## src/rtl/bfifo_pkg.sv

```systemverilog
// Shared types and codes for the byte FIFO with frame flag.
// No dependencies.
`default_nettype none

package bfifo_pkg;

    localparam int BYTE_W = 8;
    localparam int FILL_W = 7;
    localparam int MSG_W  = 2;
    localparam int FUNC_W = 2;

    localparam logic [FUNC_W-1:0] FUNC_PUSH  = 2'd0;
    localparam logic [FUNC_W-1:0] FUNC_POP   = 2'd1;
    localparam logic [FUNC_W-1:0] FUNC_FLUSH = 2'd2;
    localparam logic [FUNC_W-1:0] FUNC_CLEAR = 2'd3;

    localparam logic [MSG_W-1:0] MSG_WAITING  = 2'd0;
    localparam logic [MSG_W-1:0] MSG_READING  = 2'd1;
    localparam logic [MSG_W-1:0] MSG_COMPLETE = 2'd2;

    localparam logic REG_START_DELIM = 1'b0;
    localparam logic REG_STOP_DELIM  = 1'b1;

    typedef struct packed {
        logic [FUNC_W-1:0] func;
        logic [BYTE_W-1:0] push_byte;
    } cmd_t;

    typedef struct packed {
        logic              ok;
        logic [BYTE_W-1:0] out_byte;
        logic [FILL_W-1:0] fill;
        logic [MSG_W-1:0]  msg_state;
        logic              last;
    } rsp_t;

endpackage

`default_nettype wire

```

## src/rtl/byte_fifo_with_frame_flag.sv

```systemverilog
// Byte ring FIFO with start/stop delimiter tracking; top level. Depends on bfifo_pkg.
// Push, clear, refused words: result registered at accept; 1 word/cycle if output is free.
// Pop: store read registered in rd_data_reg, then the result word; next word taken once
// the result loads. Flush of N bytes: first byte as for pop, then one byte per cycle from
// single store read port while output is free; next word taken after the last byte loads.
// Reset clears pointers, count, message state and delimiters; store is left unreset.
`default_nettype none

module byte_fifo_with_frame_flag #(
    parameter int DEPTH = 64
) (
    input  wire logic             clk,
    input  wire logic             rst_n,
    input  wire logic             cmd_valid,
    output logic                  cmd_stall,
    input  wire bfifo_pkg::cmd_t  cmd,
    output logic                  rsp_valid,
    input  wire logic             rsp_stall,
    output bfifo_pkg::rsp_t       rsp,
    input  wire logic             psel,
    input  wire logic             penable,
    input  wire logic             pwrite,
    input  wire logic [2:0]       paddr,
    input  wire logic [31:0]      pwdata,
    output logic [31:0]           prdata,
    output logic                  pready
);

    localparam int PW = (DEPTH > 1) ? $clog2(DEPTH) : 1;
    localparam int CW = $clog2(DEPTH + 1);
    localparam logic [PW-1:0] PTR_LAST = PW'(DEPTH - 1);
    localparam logic [CW-1:0] CNT_FULL = CW'(DEPTH);

    localparam logic ST_IDLE  = 1'b0;
    localparam logic ST_DRAIN = 1'b1;

    logic [bfifo_pkg::BYTE_W-1:0] store_mem [DEPTH];
    logic [bfifo_pkg::BYTE_W-1:0] rd_data_reg;

    logic                          state_reg, state_next;
    logic [PW-1:0]                 rptr_reg, rptr_next;
    logic [PW-1:0]                 wptr_reg, wptr_next;
    logic [CW-1:0]                 count_reg, count_next;
    logic [CW-1:0]                 left_reg, left_next;
    logic                          pend_reg, pend_next;
    logic                          flush_reg, flush_next;
    logic [bfifo_pkg::MSG_W-1:0]   frame_reg, frame_next;
    logic [bfifo_pkg::BYTE_W-1:0]  start_reg, start_next;
    logic [bfifo_pkg::BYTE_W-1:0]  stop_reg, stop_next;
    logic                          rsp_valid_reg, rsp_valid_next;
    bfifo_pkg::rsp_t               rsp_reg, rsp_next;

    logic          out_free;
    logic          cmd_acc;
    logic          load;
    logic          issue;
    logic          mem_we;
    logic          framing;
    logic          cfg_we;
    logic          last_byte;
    logic [CW-1:0] cnt_inc;
    logic [CW-1:0] cnt_dec;

    assign pready    = 1'b1;
    assign cfg_we    = psel && penable && pwrite;
    assign framing   = (start_reg != '0) && (stop_reg != '0);
    assign out_free  = !rsp_valid_reg || !rsp_stall;
    assign cmd_stall = (state_reg != ST_IDLE) || !out_free;
    assign cmd_acc   = cmd_valid && !cmd_stall;
    assign load      = (state_reg == ST_DRAIN) && pend_reg && out_free;
    assign issue     = (state_reg == ST_DRAIN) && (left_reg != '0) && (!pend_reg || load);
    assign mem_we    = cmd_acc && (cmd.func == bfifo_pkg::FUNC_PUSH) && (count_reg != CNT_FULL);
    assign cnt_inc   = count_reg + CW'(1);
    assign cnt_dec   = count_reg - CW'(1);
    assign last_byte = (left_reg == '0);
    assign rsp_valid = rsp_valid_reg;
    assign rsp       = rsp_reg;

    always_comb
    begin
        prdata = '0;
        if (paddr[2] == bfifo_pkg::REG_STOP_DELIM)
        begin
            prdata[bfifo_pkg::BYTE_W-1:0] = stop_reg;
        end
        else
        begin
            prdata[bfifo_pkg::BYTE_W-1:0] = start_reg;
        end
    end

    always_comb
    begin
        state_next     = state_reg;
        rptr_next      = rptr_reg;
        wptr_next      = wptr_reg;
        count_next     = count_reg;
        left_next      = left_reg;
        pend_next      = pend_reg;
        flush_next     = flush_reg;
        frame_next     = frame_reg;
        start_next     = start_reg;
        stop_next      = stop_reg;
        rsp_next       = rsp_reg;
        rsp_valid_next = rsp_valid_reg && rsp_stall;

        if (cfg_we)
        begin
            if (paddr[2] == bfifo_pkg::REG_STOP_DELIM)
            begin
                stop_next = pwdata[bfifo_pkg::BYTE_W-1:0];
            end
            else
            begin
                start_next = pwdata[bfifo_pkg::BYTE_W-1:0];
            end
        end

        if (issue)
        begin
            left_next = left_reg - CW'(1);
            pend_next = 1'b1;
            rptr_next = (rptr_reg == PTR_LAST) ? '0 : rptr_reg + PW'(1);
        end
        else if (load)
        begin
            pend_next = 1'b0;
        end

        if (load)
        begin
            count_next         = cnt_dec;
            rsp_valid_next     = 1'b1;
            rsp_next.ok        = 1'b1;
            rsp_next.out_byte  = rd_data_reg;
            rsp_next.fill      = bfifo_pkg::FILL_W'(cnt_dec);
            rsp_next.last      = last_byte;
            rsp_next.msg_state = frame_reg;
            if (last_byte)
            begin
                state_next = ST_IDLE;
                if (flush_reg && framing)
                begin
                    frame_next         = bfifo_pkg::MSG_WAITING;
                    rsp_next.msg_state = bfifo_pkg::MSG_WAITING;
                end
            end
        end

        if (cmd_acc)
        begin
            rsp_next.ok        = 1'b0;
            rsp_next.out_byte  = '0;
            rsp_next.fill      = bfifo_pkg::FILL_W'(count_reg);
            rsp_next.msg_state = frame_reg;
            rsp_next.last      = 1'b1;
            rsp_valid_next     = 1'b1;
            unique case (cmd.func)
                bfifo_pkg::FUNC_PUSH:
                begin
                    if (count_reg != CNT_FULL)
                    begin
                        wptr_next  = (wptr_reg == PTR_LAST) ? '0 : wptr_reg + PW'(1);
                        count_next = cnt_inc;
                        if (framing)
                        begin
                            if (cmd.push_byte == start_reg)
                            begin
                                frame_next = bfifo_pkg::MSG_READING;
                            end
                            else if (cmd.push_byte == stop_reg)
                            begin
                                frame_next = bfifo_pkg::MSG_COMPLETE;
                            end
                        end
                        rsp_next.ok        = 1'b1;
                        rsp_next.fill      = bfifo_pkg::FILL_W'(cnt_inc);
                        rsp_next.msg_state = frame_next;
                    end
                end
                bfifo_pkg::FUNC_POP, bfifo_pkg::FUNC_FLUSH:
                begin
                    if (count_reg != '0)
                    begin
                        rsp_valid_next = 1'b0;
                        state_next     = ST_DRAIN;
                        pend_next      = 1'b0;
                        flush_next     = (cmd.func == bfifo_pkg::FUNC_FLUSH);
                        left_next      = (cmd.func == bfifo_pkg::FUNC_FLUSH) ?
                                         count_reg : CW'(1);
                    end
                end
                bfifo_pkg::FUNC_CLEAR:
                begin
                    rptr_next          = '0;
                    wptr_next          = '0;
                    count_next         = '0;
                    frame_next         = bfifo_pkg::MSG_WAITING;
                    start_next         = '0;
                    stop_next          = '0;
                    rsp_next.ok        = 1'b1;
                    rsp_next.fill      = '0;
                    rsp_next.msg_state = bfifo_pkg::MSG_WAITING;
                end
                default:
                begin
                    rsp_next.ok = 1'b0;
                end
            endcase
        end
    end

    always_ff @(posedge clk)
    begin
        if (mem_we)
        begin
            store_mem[wptr_reg] <= cmd.push_byte;
        end
        if (issue)
        begin
            rd_data_reg <= store_mem[rptr_reg];
        end
    end

    always_ff @(posedge clk)
    begin
        rsp_reg <= rsp_next;
    end

    always_ff @(posedge clk or negedge rst_n)
    begin
        if (!rst_n)
        begin
            state_reg     <= ST_IDLE;
            rptr_reg      <= '0;
            wptr_reg      <= '0;
            count_reg     <= '0;
            left_reg      <= '0;
            pend_reg      <= 1'b0;
            flush_reg     <= 1'b0;
            frame_reg     <= bfifo_pkg::MSG_WAITING;
            start_reg     <= '0;
            stop_reg      <= '0;
            rsp_valid_reg <= 1'b0;
        end
        else
        begin
            state_reg     <= state_next;
            rptr_reg      <= rptr_next;
            wptr_reg      <= wptr_next;
            count_reg     <= count_next;
            left_reg      <= left_next;
            pend_reg      <= pend_next;
            flush_reg     <= flush_next;
            frame_reg     <= frame_next;
            start_reg     <= start_next;
            stop_reg      <= stop_next;
            rsp_valid_reg <= rsp_valid_next;
        end
    end

endmodule

`default_nettype wire

```

## config.mk

```make
export PLATFORM = sky130hd
export DESIGN_NAME = byte_fifo_with_frame_flag
export DESIGN_NICKNAME = d
export VERILOG_FILES = /design/src/rtl/bfifo_pkg.sv /design/src/rtl/byte_fifo_with_frame_flag.sv
export SDC_FILE = /design/constraint.sdc
export NUM_CORES = 1
export LEC_CHECK = 0
export BUFFER_PORTS_ARGS = -buffer_cell sky130_fd_sc_hd__buf_2
export CORE_ASPECT_RATIO = 0.8
export CORE_MARGIN = 2
export CORE_UTILIZATION = 40
export CTS_CLUSTER_SIZE = 28
export DETAILED_ROUTE_END_ITERATION = 16
export PLACE_DENSITY = 0.54
export SLEW_MARGIN = 20
export SYNTH_ARGS = -nofsm -noshare
export SYNTH_HDL_FRONTEND = slang
export SYNTH_SLANG_ARGS = --single-unit
```

## constraint.sdc

```tcl
create_clock -name clk -period 3.12 [get_ports clk]
set_input_delay 0.624 -clock clk [delete_from_list [all_inputs] [get_ports clk]]
set_output_delay 0.624 -clock clk [all_outputs]
set_load 0.005 [all_outputs]
```

==> key figures <==
Routing
  • Via density: ~5.5
  • Met1 Routed Length: 26700 microns
  • DR pass1 iterations: 5
  • DR WL/cell: between 20 and 30 microns
  • Met2 WL: ~25000 microns
  • Met3 routed WL: approximately 3300 microns
  • Number of DRC markers in iteration 0: between 1000 and 1500
  • Post-Route WL: 56500 microns
  • Via Count: between 10000 and 15000
  • DRC: 0
  • Highest routed layer: met4
  • DRT antenna net count: 0

CTS
  • CTS root buf: clkbuf_16
  • Number of CTS-inserted buffers: 56
  • H-tree Lvls: 2
  • TritonCTS clock tree: done
  • Clock sinks: 587
  • Worst-Skew Late Latency: a little over 600 ps
  • Clock buffer depth: 3
  • Worst-path clk slew: about 70 ps
  • Number of setup buffers added after CTS: 0

Timing
  • Slew of the pin with the lowest slew margin: 877 ps
  • Hold WS: ~120 ps
  • Final setup violation count: 0
  • Slew headroom: around two fifths
  • RSZ-0062 raised after global routing: true
  • Setup TNS: 0 ps
  • Fin Clk Skew: approximately 23 ps
  • Achievable frequency: roughly 0.34 GHz
  • Slew Viols, Final: 0
  • Fin crit share: between 90% and 100%
  • Final min period: 2960 ps
  • Endpoints failing hold: 0

Synthesis
  • Syn Area/Cell: ~18 sq um
  • Cell count after synthesis: roughly 1300
  • Synth warn: 0
  • Post-synthesis cell type count: between 60 and 70
  • Number of synthesized flops with an enable pin: 530
  • FFs w/ async S/R, synth: roughly 8%
  • Area of the mapped netlist: 0.0240 sq mm
  • Flops & latches, synth: 587
  • Primary FF master, synth: edfxtp_1
  • Seq/Total Area, Yosys: between 70 and 80%

Floorplan
  • # IOs: around 110
  • Die W: between 200 and 300 microns
  • Rows: 80
  • Die Y-Extent: between 200 and 250 microns
  • Core area: 0.0595 sq mm
  • Starting density of the core: between 40% and 50%
  • Die ar.: 0.0620 sq mm

Setup path
  • Delay-heaviest family, CP: simple AND/OR/NAND/NOR gates
  • Worst Path Max Fanout: 8
  • Startpoint Class: flip-flop
  • Max incr delay on CP: slightly above 700 ps
  • Crit path from: count_reg[0]
  • Crit Path Category: flip-flop to flip-flop
  • Slack of the worst reg-to-reg path: roughly 160 ps
  • R2R Path Start: count_reg[0]
  • CP Cell Sequence: inv_1 -> ha_1 -> or4b_4 -> or3_1 -> nand3_2 -> nor2_2 -> nand2_1 -> nor2_1
  • CP endpoint: store_mem[13][0]
  • WP data required: between 3000 and 4000 ps
  • Crit end category: flip-flop
  • WP data arrival: 3200 ps
  • Reg2reg end: store_mem[13][0]
  • Worst path bufs/invs: 1
  • R2R cell count: 8
  • Levels on crit path: 8
  • Slowest cell on the critical path: nor2_1

Power and ir drop
  • Overall Power: roughly 0.023 W
  • Pwr per Cell Area: 845 mW/mm^2
  • VDD IR max: 0.586 mV
  • P_leak: around 8.8 nW

Cells and area
  • Fillers: approximately 5100
  • Layout cells sized above 1: about a quarter
  • N_diodes: 0
  • Commonest non-fill, non-tap cell in the layout: edfxtp_1
  • Final std cells w/o fill: 2253
  • Most frequent cells in the layout: 530 x edfxtp_1, 144 x mux4_2, 97 x nor2_1
  • Cell area after layout: 0.0271 sq mm
  • Nets: 1488
  • Area growth syn-to-layout: 12.8%
  • Max reg flops: ~510

Global route
  • Global-route wire length before repair: between 80000 and 90000 microns
  • Initial antenna violation count: 2
  • GRT Residual Overflow: 0
  • Vias in the first global route: between 10000 and 15000
  • Gr usage total: approximately 18%
  • Largest net degree at the start of global routing: 65

Hold path
  • Worst hold path class: input port to asynchronous set/reset pin

Placement
  • Dpl cells: ~2100
  • Post-DP Area: between 0.02 and 0.03 sq mm
  • Port Buffers: between 50 and 60
  • Routability cong.: around 0.83
  • DP Wirelength: about 36000 microns

Run status
  • Status: completed

Job
  • Max-cap viol count: 0
## repair_timing
item	CTS	global route
endpoints found under the hold margin	0	0
gates resized for setup	0	4
setup endpoints to repair	0	26
hold buffers	0	0
## cells by family after synthesis
| group | synth area share [%] |
|---|---|
| fa+ha+maj | 0.521 |
| mux | 14.6 |
| xor+xnor | 1.24 |
| simple gates | 5.10 |
| flops | 72.1 |
| other cells | 0.0313 |
| buf+inv | 2.40 |
| compound gates | 3.98 |
## worst min path at each step
| stage | from | endpoint | slack [ps] | cells past startpoint |
|---|---|---|---|---|
| after floorplan | rst_n | count_reg[0] | 330 | 0 |
| after global placement | rsp[0] | rsp[0] | 470 | 2 |
| after detailed placement | rsp[12] | rsp[12] | 460 | 2 |
| after CTS | rst_n | frame_reg[0] | 130 | 1 |
| after global routing | rst_n | frame_reg[0] | 180 | 1 |
| final | rst_n | count_reg[5] | 120 | 1 |
## area by class of cell
type / instances / area [sq um] / share of cell area [%]
inverter: 14 / 52.6 / 0.194
clock inverter: 33 / 295 / 1.09
clock buffer: 73 / 1510 / 5.57
timing repair buffer: 102 / 693 / 2.56
multi-input combinational: 665 / 6230 / 23.0
sequential: 587 / 17300 / 64.0
tap: 779 / 975 / 3.60
## report_power, final
part | switching, W | internal [W] | leakage (nW) | total [W]
logic | 0.00353 | 0.00299 | 2.49 | 0.00652
registers | 0.000539 | 0.00909 | 5.44 | 0.00963
clock network | 0.00297 | 0.00375 | 0.879 | 0.00672
total | 0.00704 | 0.0158 | 8.81 | 0.0229
## worst register-to-register path, stage by stage, from the launching register on
cell and delay, ps:
dfrtp_1 410, inv_1 90, ha_1 210, or4b_4 220, or3_1 160, nand3_2 160, nor2_2 290, nand2_1 330
nor2_1 720
## per-stage QoR
| step | util (%) | worst slack, ps |
|---|---|---|
| after global routing | 45.5 | -38.3 |
| after CTS | 45.5 | 132 |
| after floorplan | - | 699 |
| after detailed placement | 42.5 | 174 |
| after global placement | 42.5 | 197 |
| final | 45.5 | 160 |
## cells in the mapped netlist, types with 11 or more instances
library cell    n  share of area [%]
dfrtp_1        48                5.0
a22oi_1        11               0.34
buf_2          16               0.33
o22ai_1        18               0.47
clkbuf_1       27               0.42
edfxtp_1      530                 66
mux4_2        144                 14
o21ai_0        28               0.58
mux2i_1        17               0.71
nor3_1         12               0.25
inv_1          14               0.22
buf_4          30               0.94
xnor2_1        16               0.58
nand2_1        96                1.5
a21oi_1        51                1.1
nor2_1        101                1.6
xor2_1         18               0.66
buf_1          16               0.25
nand3_1        14               0.29
## layer usage
metal	track usage (%)	up-vias
met4	5.07	0
li1	-	5453
met2	26.9	337
met5	0	-
met1	27.7	6532
met3	3.71	92
No activity file was read; power rests on OpenSTA's default activity.
